[src/hw/rtl/smpq_pkg.sv]
package smpq_pkg;

	localparam int CAPACITY = 16;
	localparam int KEY_BITS = 32;
	localparam int TAG_BITS = 16;
	localparam int FILL_BITS = 5;
	localparam int CNT_BITS = $clog2(CAPACITY + 1);
	localparam int S_TDATA_BITS = ((KEY_BITS + TAG_BITS + 7) / 8) * 8;
	localparam int M_TDATA_BITS = ((KEY_BITS + TAG_BITS + FILL_BITS + 7) / 8) * 8;
	localparam int M_TUSER_BITS = 3;

	localparam logic OP_ENQUEUE = 1'b0;
	localparam logic OP_DEQUEUE = 1'b1;

	typedef struct packed {
		logic load_item;
		logic execute;
	} ctrl_cmd_t;

	typedef struct packed {
		logic out_free;
	} dp_status_t;

endpackage

[src/hw/rtl/sorted_min_priority_queue_top.sv]
// Sorted min-first priority queue of smpq_pkg::CAPACITY entries, each a key and a tag.
// Input items arrive on the s_ stream: s_tuser selects enqueue (0) or dequeue (1),
// s_tdata carries the key and tag of an enqueue. Every input transfer yields exactly
// one result transfer on the m_ stream, in the order of the inputs.
// An enqueue places the entry after all stored entries with a key less than or equal
// to its own, so equal keys leave in arrival order; into a full queue it is dropped
// and the overflow flag is set. A dequeue returns the smallest entry, or sets the
// empty flag. fill_level gives the entry count after the operation.
// Each item passes through two states: the idle state captures it, then the execute
// state compares all slots against the key in parallel, shifts them in a single step
// and writes the result register. No new item is taken while in the execute state.
// The result sits in an output register, so the next item is captured while it
// waits; when the receiver stalls, that item holds in the execute state until the
// result register is free, and s_tready stays low meanwhile.
// Reset empties the queue and clears any pending result; slot contents are not
// cleared, as only slots below the entry count are ever read.
module sorted_min_priority_queue_top (
	input  logic                                clk,
	input  logic                                arst_n,
	input  logic                                s_tvalid,
	output logic                                s_tready,
	// Bits from lowest: entry_key, entry_tag.
	input  logic [smpq_pkg::S_TDATA_BITS-1:0]   s_tdata,
	// Bit 0: operation.
	input  logic                                s_tuser,
	output logic                                m_tvalid,
	input  logic                                m_tready,
	// Bits from lowest: out_key, out_tag, fill_level, zero padding.
	output logic [smpq_pkg::M_TDATA_BITS-1:0]   m_tdata,
	// Bits from lowest: out_valid, was_empty, overflow.
	output logic [smpq_pkg::M_TUSER_BITS-1:0]   m_tuser
);

	smpq_pkg::ctrl_cmd_t  cmd;
	smpq_pkg::dp_status_t status;

	smpq_ctrl u_ctrl (
		.clk      (clk),
		.arst_n   (arst_n),
		.s_tvalid (s_tvalid),
		.s_tready (s_tready),
		.status   (status),
		.cmd      (cmd)
	);

	smpq_dp u_dp (
		.clk      (clk),
		.arst_n   (arst_n),
		.cmd      (cmd),
		.status   (status),
		.s_tdata  (s_tdata),
		.s_tuser  (s_tuser),
		.m_tvalid (m_tvalid),
		.m_tready (m_tready),
		.m_tdata  (m_tdata),
		.m_tuser  (m_tuser)
	);

endmodule

[src/hw/rtl/smpq_ctrl.sv]
module smpq_ctrl (
	input  logic                  clk,
	input  logic                  arst_n,
	input  logic                  s_tvalid,
	output logic                  s_tready,
	input  smpq_pkg::dp_status_t  status,
	output smpq_pkg::ctrl_cmd_t   cmd
);

	typedef enum logic [1:0] {
		ST_IDLE = 2'b01,
		ST_EXEC = 2'b10
	} state_t;

	state_t state_q;
	state_t state_nxt;

	always_comb begin
		state_nxt     = state_q;
		s_tready      = 1'b0;
		cmd.load_item = 1'b0;
		cmd.execute   = 1'b0;
		case (state_q)
			ST_IDLE: begin
				s_tready = 1'b1;
				if (s_tvalid) begin
					cmd.load_item = 1'b1;
					state_nxt     = ST_EXEC;
				end
			end
			ST_EXEC: begin
				if (status.out_free) begin
					cmd.execute = 1'b1;
					state_nxt   = ST_IDLE;
				end
			end
			default: begin
				state_nxt = ST_IDLE;
			end
		endcase
	end

	always_ff @(posedge clk or negedge arst_n) begin
		if (!arst_n) begin
			state_q <= ST_IDLE;
		end else begin
			state_q <= state_nxt;
		end
	end

endmodule

[src/hw/rtl/smpq_dp.sv]
module smpq_dp (
	input  logic                                clk,
	input  logic                                arst_n,
	input  smpq_pkg::ctrl_cmd_t                 cmd,
	output smpq_pkg::dp_status_t                status,
	input  logic [smpq_pkg::S_TDATA_BITS-1:0]   s_tdata,
	input  logic                                s_tuser,
	output logic                                m_tvalid,
	input  logic                                m_tready,
	output logic [smpq_pkg::M_TDATA_BITS-1:0]   m_tdata,
	output logic [smpq_pkg::M_TUSER_BITS-1:0]   m_tuser
);

	logic                              item_op_q;
	logic [smpq_pkg::KEY_BITS-1:0]     item_key_q;
	logic [smpq_pkg::TAG_BITS-1:0]     item_tag_q;

	logic [smpq_pkg::KEY_BITS-1:0]     key_q   [smpq_pkg::CAPACITY];
	logic [smpq_pkg::TAG_BITS-1:0]     tag_q   [smpq_pkg::CAPACITY];
	logic [smpq_pkg::KEY_BITS-1:0]     key_nxt [smpq_pkg::CAPACITY];
	logic [smpq_pkg::TAG_BITS-1:0]     tag_nxt [smpq_pkg::CAPACITY];
	logic [smpq_pkg::CAPACITY-1:0]     le;
	logic [smpq_pkg::CNT_BITS-1:0]     count_q;
	logic [smpq_pkg::CNT_BITS-1:0]     count_nxt;

	logic                              full;
	logic                              empty;
	logic                              do_insert;
	logic                              do_remove;

	logic                              out_valid_q;
	logic                              res_valid_q;
	logic                              res_empty_q;
	logic                              res_ovf_q;
	logic [smpq_pkg::KEY_BITS-1:0]     res_key_q;
	logic [smpq_pkg::TAG_BITS-1:0]     res_tag_q;
	logic [smpq_pkg::CNT_BITS-1:0]     res_fill_q;

	assign full      = (count_q == smpq_pkg::CNT_BITS'(smpq_pkg::CAPACITY));
	assign empty     = (count_q == '0);
	assign do_insert = (item_op_q == smpq_pkg::OP_ENQUEUE) && !full;
	assign do_remove = (item_op_q == smpq_pkg::OP_DEQUEUE) && !empty;

	assign status.out_free = !out_valid_q || m_tready;

	for (genvar g = 0; g < smpq_pkg::CAPACITY; g++) begin : g_slot
		assign le[g] = (smpq_pkg::CNT_BITS'(g) < count_q) && (key_q[g] <= item_key_q);

		always_comb begin
			key_nxt[g] = key_q[g];
			tag_nxt[g] = tag_q[g];
			if (do_insert && !le[g]) begin
				if (g == 0) begin
					key_nxt[g] = item_key_q;
					tag_nxt[g] = item_tag_q;
				end else if (le[(g == 0) ? 0 : g - 1]) begin
					key_nxt[g] = item_key_q;
					tag_nxt[g] = item_tag_q;
				end else begin
					key_nxt[g] = key_q[(g == 0) ? 0 : g - 1];
					tag_nxt[g] = tag_q[(g == 0) ? 0 : g - 1];
				end
			end else if (do_remove && (g < smpq_pkg::CAPACITY - 1)) begin
				key_nxt[g] = key_q[(g < smpq_pkg::CAPACITY - 1) ? g + 1 : g];
				tag_nxt[g] = tag_q[(g < smpq_pkg::CAPACITY - 1) ? g + 1 : g];
			end
		end

		always_ff @(posedge clk) begin
			if (cmd.execute) begin
				key_q[g] <= key_nxt[g];
				tag_q[g] <= tag_nxt[g];
			end
		end
	end

	always_comb begin
		count_nxt = count_q;
		if (do_insert) begin
			count_nxt = count_q + 1'b1;
		end else if (do_remove) begin
			count_nxt = count_q - 1'b1;
		end
	end

	always_ff @(posedge clk) begin
		if (cmd.load_item) begin
			item_op_q  <= s_tuser;
			item_key_q <= s_tdata[smpq_pkg::KEY_BITS-1:0];
			item_tag_q <= s_tdata[smpq_pkg::KEY_BITS +: smpq_pkg::TAG_BITS];
		end
		if (cmd.execute) begin
			res_valid_q <= do_remove;
			res_empty_q <= (item_op_q == smpq_pkg::OP_DEQUEUE) && empty;
			res_ovf_q   <= (item_op_q == smpq_pkg::OP_ENQUEUE) && full;
			res_key_q   <= do_remove ? key_q[0] : '0;
			res_tag_q   <= do_remove ? tag_q[0] : '0;
			res_fill_q  <= count_nxt;
		end
	end

	always_ff @(posedge clk or negedge arst_n) begin
		if (!arst_n) begin
			count_q     <= '0;
			out_valid_q <= 1'b0;
		end else begin
			if (cmd.execute) begin
				count_q     <= count_nxt;
				out_valid_q <= 1'b1;
			end else if (m_tready) begin
				out_valid_q <= 1'b0;
			end
		end
	end

	assign m_tvalid = out_valid_q;
	assign m_tdata  = smpq_pkg::M_TDATA_BITS'({smpq_pkg::FILL_BITS'(res_fill_q),
		res_tag_q, res_key_q});
	assign m_tuser  = {res_ovf_q, res_empty_q, res_valid_q};

	a_count_bound: assert property (@(posedge clk) disable iff (!arst_n)
		count_q <= smpq_pkg::CNT_BITS'(smpq_pkg::CAPACITY))
		else $error("Entry count exceeds the capacity.");

	a_exec_free: assert property (@(posedge clk) disable iff (!arst_n)
		cmd.execute |-> (!out_valid_q || m_tready))
		else $error("Result overwritten before its transfer.");

	a_exec_shows: assert property (@(posedge clk) disable iff (!arst_n)
		cmd.execute |=> m_tvalid)
		else $error("Executed item gave no result.");

	a_empty_flag: assert property (@(posedge clk) disable iff (!arst_n)
		(cmd.execute && item_op_q == smpq_pkg::OP_DEQUEUE && empty) |=>
		(res_empty_q && !res_valid_q && count_q == '0))
		else $error("Dequeue from an empty queue misreported.");

endmodule
[config.mk]
export PLATFORM = sky130hd
export DESIGN_NAME = sorted_min_priority_queue_top
export DESIGN_NICKNAME = d
export VERILOG_FILES = /design/src/hw/rtl/smpq_pkg.sv /design/src/hw/rtl/sorted_min_priority_queue_top.sv /design/src/hw/rtl/smpq_ctrl.sv /design/src/hw/rtl/smpq_dp.sv
export SDC_FILE = /design/constraint.sdc
export NUM_CORES = 2
export LEC_CHECK = 0
export BUFFER_PORTS_ARGS = -buffer_cell sky130_fd_sc_hd__buf_2
export CORE_AREA = 2 2 312 283
export DETAILED_ROUTE_END_ITERATION = 10
export DIE_AREA = 0 0 314 285
export PLACE_DENSITY = 0.79
export SLEW_MARGIN = 30
export SYNTH_ARGS = -nofsm -noshare
export SYNTH_HDL_FRONTEND = slang
export SYNTH_SLANG_ARGS = --single-unit
[constraint.sdc]
create_clock -name clk -period 6.4 [get_ports clk]
set_input_delay 1.28 -clock clk [delete_from_list [all_inputs] [get_ports clk]]
set_output_delay 1.28 -clock clk [all_outputs]
set_load 0.005 [all_outputs]
==> out/results.ini <==
[placed_design]
gp_congestion=1.075
port_buffers=110
place_hpwl_mm=128.7
pre_cts_ws_ps=1250
place_inst=5932

[clock_network]
postCtsSetupBuffers=0
holdBufCountCts=0
cts_sinks=881
cts-root-buf=clkbuf_16
htree_levels=3
worstSkewPairLatency_ps=700
cts_tree=yes
cts_resized=0
numCtsBuffers=94
clockBufferDepth=3
path_clk_slew_ps=60

[synth]
synth_most_common_cell=edfxtp_1
synth_commonest_cells=edfxtp_1, ha_1, a21oi_1
yosys.cell_types.count=74
synth_top_flop_cell=edfxtp_1
netlist_top_cells_area=edfxtp_1, ha_1, mux2_2
yosys.area.top_type=edfxtp_1
ys_ff_latch=881
yosysWarnings=0
async_reset_ff_share_pct=0.9081
synth_edf_count=873
seq_area_frac_synth_pct=48.09
synth_cells=4917
syn_avg_cell_area_um2=11.17
yosysTopAreaCellShare_pct=47.72
syn-cell-area_um2=54930

[grt]
grt_pass1_wl_mm=284.7
grt_use_total_pct=43.46
grt_pass1_vias=41960
antenna_found_initial=6
grt_start_max_net_pins=143
overflow=0

[critical_path]
worstPathArrival_ps=5810
slowest_delay_ps=860
path_delay_family=simple AND/OR/NAND/NOR gates
cp.depth=10
reg2reg_depth=10
cp-start-kind=register
cp_data_required_time_ps=6710
worst-path-max-fanout=30
critPathBufInv=2
slowest_stage=nor3_1
path_cells=inv_1 -> ha_1 -> nand4_1 -> nor3_1 -> a21boi_0 -> or4b_1 -> a22oi_2 -> or2_4 -> a21oi_4 -> buf_4
crit_path_end_kind=register
critPathKind=register to register

[sta]
relSlewSlack_pct=28.34
max_freq_mhz=182.0
finalCriticalPeriod_ps=5495
worst_pin_slew_ps=1075
setup_viol=0
rsz0062_at_grt=no
finalCritPeriodShare_pct=85.85
hold_viol_final=0
finClkSkew_ps=31.82
fin_hold_ws_ps=429.0
final-max-slew-violation-count=0
setup_slack_ps=905.3
final.setup.tns_ps=0

[detailed_routing]
dr.pass1.iters=8
routed-via-count=45070
wl_mm=198.8
via_per_inst=7.383
drc=0
wl_per_cell_um=32.57
ant_nets=0
drt-initial-drc-count=7218

[floorplan]
core_um2=86730
rows=103
die_w_um=314
dieArea_um2=89490
start_util_pct=63.33
io_pins=114
die_h_um=285

[layout]
fin_nets=5444
fin_cells=6105
drive_above_1_share_pct=16.75
syn_to_final_growth_pct=9.644
fin_util_pct=69.44

[flow_run]
cap_viol_max_count=0

[worst_hold_path]
hp-class=input pin to async pin

[power_and_ir_drop]
vdd_drop_max_mv=0.2907
p_per_area_nw_per_um2=322.9
p_leak_uw=0.02351

[run_status]
status=finished, final reports clean

[metrics by stage]
| stage | power (uW) | cell area [um^2] |
|---|---|---|
| after floorplan | 11420 | 54940 |
| after global placement | 13450 | 57030 |
| after detailed placement | 13640 | 57120 |
| after CTS | 19080 | 60140 |
| after global routing | 19870 | 60220 |
| final | 19450 | 60230 |
[flip-flops by register name (all words and copies together), names as in the netlist]
| register | cells |
|---|---|
| u_dp.m_tvalid | 1 |
| u_dp.key_q | 512 |
| u_dp.res_fill_q | 5 |
| u_dp.res_empty_q | 1 |
| u_dp.res_valid_q | 1 |
| u_dp.item_op_q | 1 |
| u_dp.item_key_q | 32 |
| u_dp.count_q | 5 |
| u_dp.res_ovf_q | 1 |
| u_ctrl.state_q | 2 |
| u_dp.item_tag_q | 16 |
| u_dp.res_key_q | 32 |
| u_dp.tag_q | 256 |
| u_dp.res_tag_q | 16 |
[metal layers]
layer  track usage (%)  up-vias  part of all wire, %
li1                  -    18820                    -
met1             61.44    21730                   38
met2             59.33     3929                   40
met3             15.59      591                   16
met4             20.53        0                  5.3
met5            0.2114        -                    0
[cell type report]
cell class | instances | area (um^2)
Clock inverter | 57 | 585.6
Antenna cell | 2 | 5.005
Multi-Input combinational cell | 3587 | 27170
Fill cell | 6316 | 26500
Sequential cell | 881 | 26420
Timing Repair Buffer | 246 | 1918
Clock buffer | 111 | 2437
Inverter | 66 | 249.0
Tap cell | 1155 | 1445
[logic make-up after synthesis]
group	count (synthesis)	synth area share [%]
other	1	0.006827
flip-flops	881	48.09
multiplexers	772	14.93
AND/OR/NAND/NOR	965	8.189
adder cells (fa/ha/maj)	515	11.73
buffers and inverters	451	3.316
XOR/XNOR	4	0.06379
AO/OA/AOI/OAI	1328	13.67
[cells in the final DEF (no fill, tap or decap), types with 64 or more instances in the layout]
cell,netlist,routed
nand2_1,350,346
mux2i_1,392,392
nor2_1,232,227
edfxtp_1,873,873
o21ai_0,440,439
mux2_2,377,377
buf_2,70,111
nand4_1,117,117
inv_1,64,64
a21oi_1,461,450
ha_1,515,515
buf_4,7,106
nand3_1,95,94
a31oi_1,244,244
clkbuf_16,0,95
[worst paths after layout]
path | startpoint | endpoint | slack, ps
setup / recovery | u_dp.item_key_q[14] | u_dp.key_q[2][39] | 910
hold / removal | arst_n | u_dp.count_q[3] | 430
setup reg to reg | u_dp.item_key_q[14] | u_dp.key_q[2][39] | 910
min in group clk | u_ctrl.state_q[1] | u_dp.m_tvalid | 510
hold reg to reg | u_ctrl.state_q[1] | u_dp.m_tvalid | 510
max in group asynchronous | arst_n | u_ctrl.state_q[0] | 5710
[where the power goes]
group / switching [uW] / internal (uW)
sequential: 357 / 7040
clock: 2480 / 3060
combinational: 4200 / 2310
Power figures use the tool's default switching activity.
